`src/sv/rlf_pkg.sv`:
```
// Shared types and constants for the RANSAC 2D line fit block.
package rlf_pkg;

    localparam int unsigned ADDR_W  = 10;
    localparam int unsigned CNT_W   = 11;
    localparam int unsigned RAW_W   = 16;
    localparam int unsigned CIDX_W  = 2;

    localparam logic [CIDX_W-1:0] REG_ITER = 2'd0;
    localparam logic [CIDX_W-1:0] REG_TOL  = 2'd1;
    localparam logic [CIDX_W-1:0] REG_SEED = 2'd2;

    localparam logic [31:0] LFSR_TAPS = 32'hA300_0000;

    // One command from the front end to the fit engine.
    typedef struct packed {
        logic              wr;
        logic              run;
        logic [ADDR_W-1:0] addr;
        logic [RAW_W-1:0]  x;
        logic [RAW_W-1:0]  y;
        logic [CNT_W-1:0]  n;
        logic              dropped;
    } cmd_t;

    typedef struct packed {
        logic [9:0]  iter;
        logic [14:0] tol;
        logic [31:0] seed;
    } cfg_t;

endpackage

```
`src/sv/rlf_queue.sv`:
```
// Four-entry command queue between the front end and the fit engine.
module rlf_queue (
    input  logic          aclk,
    input  logic          aresetn,
    input  logic          push,
    input  rlf_pkg::cmd_t push_cmd,
    output logic          full,
    input  logic          pop,
    output rlf_pkg::cmd_t pop_cmd,
    output logic          empty
);
    rlf_pkg::cmd_t slot_reg [4];
    logic [1:0] wp_reg, rp_reg;
    logic [2:0] fill_reg;

    assign full    = (fill_reg == 3'd4);
    assign empty   = (fill_reg == 3'd0);
    assign pop_cmd = slot_reg[rp_reg];

    always_ff @(posedge aclk) begin
        if (push) slot_reg[wp_reg] <= push_cmd;
    end

    always_ff @(posedge aclk) begin
        if (!aresetn) begin
            wp_reg   <= '0;
            rp_reg   <= '0;
            fill_reg <= '0;
        end else begin
            if (push) wp_reg <= wp_reg + 2'd1;
            if (pop)  rp_reg <= rp_reg + 2'd1;
            fill_reg <= fill_reg + 3'(push) - 3'(pop);
        end
    end
endmodule

```
`config.mk`:
```
export PLATFORM = sky130hd
export DESIGN_NAME = rlf_queue
export DESIGN_NICKNAME = d
export VERILOG_FILES = /design/src/sv/rlf_pkg.sv /design/src/sv/rlf_queue.sv
export SDC_FILE = /design/constraint.sdc
export NUM_CORES = 1
export LEC_CHECK = 0
export BUFFER_PORTS_ARGS = -buffer_cell sky130_fd_sc_hd__buf_2
export CORE_ASPECT_RATIO = 1.2
export CORE_MARGIN = 10
export CORE_UTILIZATION = 60
export DETAILED_ROUTE_END_ITERATION = 10
export PLACE_DENSITY = 0.92
export SLEW_MARGIN = 20
export SYNTH_ARGS = -nofsm -noshare
export SYNTH_HDL_FRONTEND = slang
export SYNTH_SLANG_ARGS = --single-unit
export TNS_END_PERCENT = 1
```
`constraint.sdc`:
```
create_clock -name aclk -period 5.7 [get_ports aclk]
set_input_delay 0.855 -clock aclk [delete_from_list [all_inputs] [get_ports aclk]]
set_output_delay 0.855 -clock aclk [all_outputs]
set_load 0.01 [all_outputs]
```
==> flow_summary.json <==
{
  "hold_depth": 2,
  "grt_antenna_before_repair": 2,
  "setup_viol": 0,
  "post-route-period-util_pct": 60.3,
  "post_cts_buffers": 0,
  "route.vias.total": 3778,
  "drive_above_1_share_pct": 44.1,
  "drc": 0,
  "grt_usage_pct": 16.1,
  "clockBufferDepth": 3,
  "clock_latency_ps": 500,
  "power_leakage_uw": 0.00341,
  "grt_max_degree": 57,
  "r2r_end": "slot_reg[3][3]",
  "crit_path_start_kind": "flop",
  "tns_ps": 0,
  "synth-seq-area-share_pct": 80.7,
  "synth-edff-count": 224,
  "dp_hpwl_um": 9560,
  "cap_violations": 0,
  "synth_area_leaders": "edfxtp_1, mux4_2, dfxtp_1, buf_12, ha_1",
  "grt_pass1_vias": 4269,
  "die_w_um": 129,
  "chipHeight_um": 151,
  "cts_root_buf": "clkbuf_16",
  "syn_inst": 335,
  "largest_reg_flops": 224,
  "multi_input_area_mm2": 0.00150,
  "hold_buffers": 0,
  "synthesis.nets": 402,
  "worstHoldEndpoint": "wp_reg[1]",
  "place.gp.congestion": 0.685,
  "finalWorstSetupSlack_ps": 2260,
  "drv_slew": 0,
  "overflow": 0,
  "cts_sinks": 233,
  "ff2ff_setup_slack_ps": 3590,
  "powerDensity_mw_per_mm2": 374,
  "drt_pass1_iterations": 4,
  "nets": 537,
  "area_growth_pct": 16.6,
  "vias_per_cell": 5.75,
  "rsz0062_at_grt": "no",
  "hold_violations": 0,
  "crit_arrival_ps": 2580,
  "cts_tree": "yes",
  "ant_nets": 0,
  "regToRegStartpoint": "wp_reg[0]",
  "synth_area_per_cell_um2": 25.5,
  "pre_cts_slack_ps": 2680,
  "yosysUniqueCellTypes": 21,
  "worstMarginPinSlew_ps": 839,
  "final_cell_mix": "edfxtp_1, buf_2, mux4_2",
  "io_buffer_count": 117,
  "clock_skew_ps": 11.9,
  "syn-cell-area_mm2": 0.00856,
  "holdWs_ps": 555,
  "grt_pass1_wl_um": 24000,
  "start_util_pct": 61.7,
  "h-tree-depth": 1,
  "worstSetupEndpointType": "output pin",
  "ys_seq_elements": 233,
  "core_area_mm2": 0.0139,
  "worst_hold_startpoint": "wp_reg[1]",
  "vdd_drop_max_uv": 347,
  "yosysWarnings": 0,
  "critPathKind": "reg -> out",
  "synth_async_sr_flop_share_pct": 0,
  "n_fill_cell": 809,
  "cts_resized": 0,
  "cts_buffers": 22,
  "regArea_mm2": 0.00691,
  "die-area_mm2": 0.0195,
  "io_pins": 118,
  "drt_wl_total_um": 15300,
  "synth_top_cell_by_area": "edfxtp_1",
  "critPathRequiredTime_ps": 4850,
  "reg2reg_depth": 3,
  "fin_crit_ps": 3440,
  "path_max_fanout": 31,
  "hold_path_class": "reg -> reg",
  "fmax_ghz": 0.291,
  "synth_top_area_share_pct": 78.6,
  "status": "finished clean",
  "maxSlewHeadroom_pct": 44.1,
  "clk_pin_slew_ps": 60,
  "final_common_cell": "edfxtp_1",
  "synth_ff_type": "edfxtp_1",
  "wire_per_inst_um": 23.2,
  "drtIter0Drc": 287,
  "rows": 47
}
## cells in the mapped netlist (all sizes together) (2+ instances only)
cell and count:
buf 11, inv 7, nor2 5, edfxtp 224, dfxtp 9, and2 6, ha 6, mux4 56
xnor2 2
## worst max-delay path by stage
stage	from	endpoint	slack (ps)
after CTS	flop	pop_cmd[13]	2150
after global routing	flop	pop_cmd[13]	2010
after floorplan	push	slot_reg[0][0]	3100
final	flop	pop_cmd[13]	2260
after global placement	flop	pop_cmd[13]	2670
after detailed placement	flop	pop_cmd[13]	2680
## stage by stage
stage          power, µW  area, µm²  std cells  util, %
6_report            3730       9980        657     71.9
3_5_place_dp        2400       9290        617     66.9
4_1_cts             3780       9980        656     71.9
5_1_grt             3880       9980        656     71.9
3_3_place_gp        2380       9290        617     66.9
2_1_floorplan       2260       8560        335        -
## critical path: stages, from the launching register on
cell     delay [ps]
dfxtp_4         740
buf_4           550
mux4_2          590
buf_2           160
## report_power, final
group	internal, µW	leakage, µW	switching (µW)
Combinational	169	0.000941	175
Sequential	1970	0.00213	41.7
Clock	801	0.000337	579
Total	2940	0.00341	795
## area by class of cell
type                            count  area share (%)
Clock buffer                       25            5.63
Antenna cell                        1          0.0251
Tap cell                          171            2.14
Inverter                            7           0.263
Sequential cell                   233            69.2
Clock inverter                     14            1.33
Multi-Input combinational cell     83            15.1
Timing Repair Buffer              123            6.32
## layer usage
layer | up-vias | track usage (%) | wire length (µm)
met5 | - | 0 | 0
met4 | 0 | 3.93 | 226
met3 | 22 | 4.44 | 1160
met2 | 146 | 28.1 | 8220
met1 | 1919 | 19.4 | 5670
li1 | 1691 | - | -
## cells by family after synthesis
| kind of cell | Yosys count | synth area share (%) |
|---|---|---|
| AOI/OAI and AO/OA | 2 | 0.175 |
| buffers and inverters | 19 | 1.80 |
| and+or+nand+nor | 14 | 0.877 |
| adders and majority gates | 7 | 1.11 |
| DFF | 233 | 80.7 |
| xor gates and xnor gates | 3 | 0.482 |
| muxes | 57 | 14.9 |
Power figures use the tool's default switching activity.
