===== src/sv/rlf_pkg.sv =====
// Shared types and constants for the RANSAC 2D line fit block.
package rlf_pkg;

    localparam int unsigned ADDR_W  = 10;
    localparam int unsigned CNT_W   = 11;
    localparam int unsigned RAW_W   = 16;
    localparam int unsigned CIDX_W  = 2;

    localparam logic [CIDX_W-1:0] REG_ITER = 2'd0;
    localparam logic [CIDX_W-1:0] REG_TOL  = 2'd1;
    localparam logic [CIDX_W-1:0] REG_SEED = 2'd2;

    localparam logic [31:0] LFSR_TAPS = 32'hA300_0000;

    // One command from the front end to the fit engine.
    typedef struct packed {
        logic              wr;
        logic              run;
        logic [ADDR_W-1:0] addr;
        logic [RAW_W-1:0]  x;
        logic [RAW_W-1:0]  y;
        logic [CNT_W-1:0]  n;
        logic              dropped;
    } cmd_t;

    typedef struct packed {
        logic [9:0]  iter;
        logic [14:0] tol;
        logic [31:0] seed;
    } cfg_t;

endpackage


===== src/sv/rlf_front.sv =====
// Front end: accepts points, assigns store addresses and marks the start of a fit.
module rlf_front #(
    parameter int unsigned MAX_POINTS = 1024
) (
    input  logic                          aclk,
    input  logic                          aresetn,
    input  logic                          in_valid,
    input  logic [rlf_pkg::RAW_W-1:0]     in_x,
    input  logic [rlf_pkg::RAW_W-1:0]     in_y,
    input  logic                          in_last,
    output logic                          in_ready,
    input  logic                          q_full,
    output logic                          q_push,
    output rlf_pkg::cmd_t                 q_cmd
);
    localparam int unsigned CW = $clog2(MAX_POINTS + 1);

    logic [CW-1:0] cnt_reg, cnt_next;
    logic          drop_reg, drop_next;
    logic          store;

    assign in_ready = !q_full;
    assign q_push   = in_valid && !q_full;
    assign store    = (cnt_reg < CW'(MAX_POINTS));

    always_comb begin
        q_cmd         = '0;
        q_cmd.wr      = store;
        q_cmd.run     = in_last;
        q_cmd.addr    = rlf_pkg::ADDR_W'(cnt_reg);
        q_cmd.x       = in_x;
        q_cmd.y       = in_y;
        q_cmd.n       = rlf_pkg::CNT_W'(cnt_reg + CW'(store));
        q_cmd.dropped = drop_reg || !store;
        cnt_next      = cnt_reg;
        drop_next     = drop_reg;
        if (q_push) begin
            if (in_last) begin
                cnt_next  = '0;
                drop_next = 1'b0;
            end else begin
                cnt_next  = cnt_reg + CW'(store);
                drop_next = drop_reg || !store;
            end
        end
    end

    always_ff @(posedge aclk) begin
        if (!aresetn) begin
            cnt_reg  <= '0;
            drop_reg <= 1'b0;
        end else begin
            cnt_reg  <= cnt_next;
            drop_reg <= drop_next;
        end
    end
endmodule


===== config.mk =====
export PLATFORM = sky130hd
export DESIGN_NAME = rlf_front
export DESIGN_NICKNAME = d
export VERILOG_FILES = /design/src/sv/rlf_pkg.sv /design/src/sv/rlf_front.sv
export SDC_FILE = /design/constraint.sdc
export NUM_CORES = 1
export LEC_CHECK = 0
export BUFFER_PORTS_ARGS = -buffer_cell sky130_fd_sc_hd__buf_2
export CAP_MARGIN = 20
export CORE_MARGIN = 4
export CORE_UTILIZATION = 33
export CTS_CLUSTER_SIZE = 8
export DETAILED_ROUTE_END_ITERATION = 8
export HOLD_SLACK_MARGIN = 0.03
export PLACE_DENSITY = 0.73
export SYNTH_ARGS = -nofsm -noshare
export SYNTH_HDL_FRONTEND = slang
export SYNTH_SLANG_ARGS = --single-unit

===== constraint.sdc =====
create_clock -name aclk -period 1.75 [get_ports aclk]
set_input_delay 0.35 -clock aclk [delete_from_list [all_inputs] [get_ports aclk]]
set_output_delay 0.35 -clock aclk [all_outputs]
set_load 0.01 [all_outputs]

==> results_dict.tcl <==
set metrics [dict create \
    outcome "finished with violations" \
    violations "setup timing" \
    path_max_fanout 3 \
    clk_pin_slew_ps 70 \
    ys_ff_latch 12 \
    worst_slew_pin_slew_ps 405 \
    relSlewSlack_pct 72.6 \
    post_drt_wl_per_cell_um 14.4 \
    finalMaxSlewViolations 0 \
    cts-root-buf "clkbuf_4" \
    drt_iter0_drc 39 \
    postRouteAntennaNets 0 \
    numClockSinks 12 \
    cts_hold_buf 0 \
    fin_util_pct 42.2 \
    port_buffers 30 \
    period_minus_slack_ps 1940 \
    postSynthCellCount 141 \
    grt_util_all_layers_pct 14.1 \
    num_antenna_cells 0 \
    grt-ovfl-total 0 \
    rsz0062_at_grt "true" \
    die_h_um 66.4 \
    vias_per_cell 5.06 \
    largest_reg_flops 11 \
    cellPowerDensity_mw_per_mm2 387 \
    final_common_cell "buf_2" \
    grt_pass1_wl_um 4870 \
    dr.pass1.iters 4 \
    worstPathRequired_ps 1400 \
    drive_above_1_share_pct 52.7 \
    syn_nets 180 \
    fin_crit_sh_pct 111 \
    die_x_um 66.4 \
    hold_viol 0 \
    setup_tns_ps -1170 \
    total_power_mw 0.515 \
    syn_area_mm2 0.00112 \
    num_io_pins 95 \
    grt_pass1_vias 1006 \
    h-tree-depth 1 \
    yosysUniqueCellTypes 34 \
    syn_to_final_growth_pct 18.4 \
    hpwl_um 2030 \
    layoutNonFillerInstCount 194 \
    coreArea_mm2 0.00315 \
    arrival_ps 1590 \
    start_util_pct 35.7 \
    routed_wl_um 2800 \
    cts_buffers 3 \
    fin_nets 191 \
    hold_ws_ps 356 \
    final_cell_mix "buf_2 (30), buf_4 (20), dfxtp_1 (9), nand2_1 (7)" \
    insertion_delay_ps 280 \
    hold_class "primary input to flip-flop" \
    cts_tree "built" \
    p_leak_nw 0.611 \
    gp_congestion 0.871 \
    grt_max_degree 12 \
    ys_seq_area_share_pct 21.4 \
    core.rowCount 20 \
    drcViolationCount 0 \
    startpoint_type "flip-flop" \
    finalSetupViolCount 10 \
    clock.fmax_mhz 516 \
    end_kind "output port" \
    setup_ws_ps -188 \
    yosys_warnings 0 \
    antenna_found_initial 0 \
    drv_cap 0 \
    num_vias 981 \
    synth.avg_cell_area_um2 7.98 \
    fp.dieArea_mm2 0.00441 \
    cts_buffer_depth 2 \
    dpl.cell_count 184 \
    irDropWorstVdd_mv 0.298 \
    skew_ps 0.729 \
    worstSetupPathType "flip-flop to output port" \
]
[stage by stage]
stage | setup slack [ps] | instance area [um^2]
2_1_floorplan | 3.23 | 1140
4_1_cts | -203 | 1270
5_1_grt | -300 | 1330
6_report | -188 | 1330
3_3_place_gp | -22.3 | 1130
3_5_place_dp | -40.6 | 1130
[logic make-up (layout without fill, tap and decap cells)]
logic type / count (synthesis) / after routing / share of synthesized area (%)
compound gates: 22 / 22 / 13.5
simple gates: 41 / 41 / 22.0
xor+xnor: 9 / 9 / 7.01
buf+inv: 55 / 64 / 33.9
fa+ha+maj: 2 / 2 / 2.22
flops: 12 / 12 / 21.4
[cell type report]
cell class / instances / area [um^2]
Multi-Input combinational cell: 74 / 631
Fill cell: 325 / 1820
Timing Repair Buffer: 55 / 357
Tap cell: 44 / 55.1
Inverter: 6 / 22.5
Sequential cell: 12 / 244
Clock buffer: 3 / 22.5
[worst max-delay path, stage by stage (launching register included)]
cell and delay [ps]:
dfxtp_2 330, inv_2 70, ha_4 140, ha_4 140, nand3_4 90, buf_6 140
nor3_4 120, xnor2_1 130, buf_2 150
[synthesized netlist by cell type]
| cell type | number | area [um^2] |
|---|---|---|
| buf_4 | 46 | 345 |
| dfxtp_1 | 12 | 240 |
| nand3_1 | 8 | 40.0 |
| a21oi_1 | 7 | 35.0 |
| nand2_1 | 7 | 26.3 |
| inv_1 | 5 | 18.8 |
| xnor2_1 | 5 | 43.8 |
| nor2_1 | 4 | 15.0 |
| or4b_1 | 4 | 40.0 |
| xor2_1 | 4 | 35.0 |
| a31oi_1 | 3 | 18.8 |
| nand3b_1 | 3 | 22.5 |
| nand4_1 | 3 | 18.8 |
| buf_2 | 2 | 10.0 |
| ha_1 | 2 | 25.0 |
| nor3_1 | 2 | 10.0 |
| nor4_1 | 2 | 12.5 |
| o21ai_0 | 2 | 10.0 |
| o311a_1 | 2 | 20.0 |
| o311ai_0 | 2 | 17.5 |
| o31a_1 | 2 | 17.5 |
| or2_2 | 2 | 12.5 |
| a22oi_1 | 1 | 7.51 |
| and2_1 | 1 | 6.26 |
| and4_1 | 1 | 8.76 |
| clkbuf_1 | 1 | 3.75 |
| clkinv_1 | 1 | 3.75 |
| nand2b_1 | 1 | 6.26 |
| nand4b_1 | 1 | 8.76 |
| nor3b_2 | 1 | 12.5 |
| o2111ai_1 | 1 | 8.76 |
| o211ai_1 | 1 | 7.51 |
| o221ai_1 | 1 | 8.76 |
| or4_1 | 1 | 7.51 |
[repair_timing]
| item | in CTS | in global routing |
|---|---|---|
| cloned | 0 | 0 |
| endpoints found under the hold margin | 0 | 0 |
| buffers inserted | 5 | 4 |
| gates resized for setup | 19 | 10 |
| setup endpoints to repair | 10 | 12 |
| pin swaps | 9 | 4 |
[metal layers]
layer	vias to the layer above	part of all wire, %	global-route usage [%]
met1	454	42	17.8
met5	-	0	0
li1	477	-	-
met2	44	46	21.2
met3	6	11	5.61
met4	0	0.97	5.58
[power breakdown]
| part | internal, mW | leakage (nW) | switching (mW) | total (mW) |
|---|---|---|---|---|
| registers | 0.274 | 0.0982 | 0.00167 | 0.276 |
| clock network | 0.0799 | 0.0138 | 0.0944 | 0.174 |
| logic | 0.0266 | 0.499 | 0.0379 | 0.0645 |
| total | 0.381 | 0.611 | 0.134 | 0.515 |
[worst paths after layout]
check	from	to	slack, ps	cells past startpoint
hold reg to reg	drop_reg	drop_reg	450	2
hold / removal	aresetn	cnt_reg[9]	360	2
setup / recovery	cnt_reg[10]	q_cmd[11]	-190	8
setup reg to reg	cnt_reg[10]	cnt_reg[6]	-60	9
Note: power is estimated with default switching activity, not from simulation.
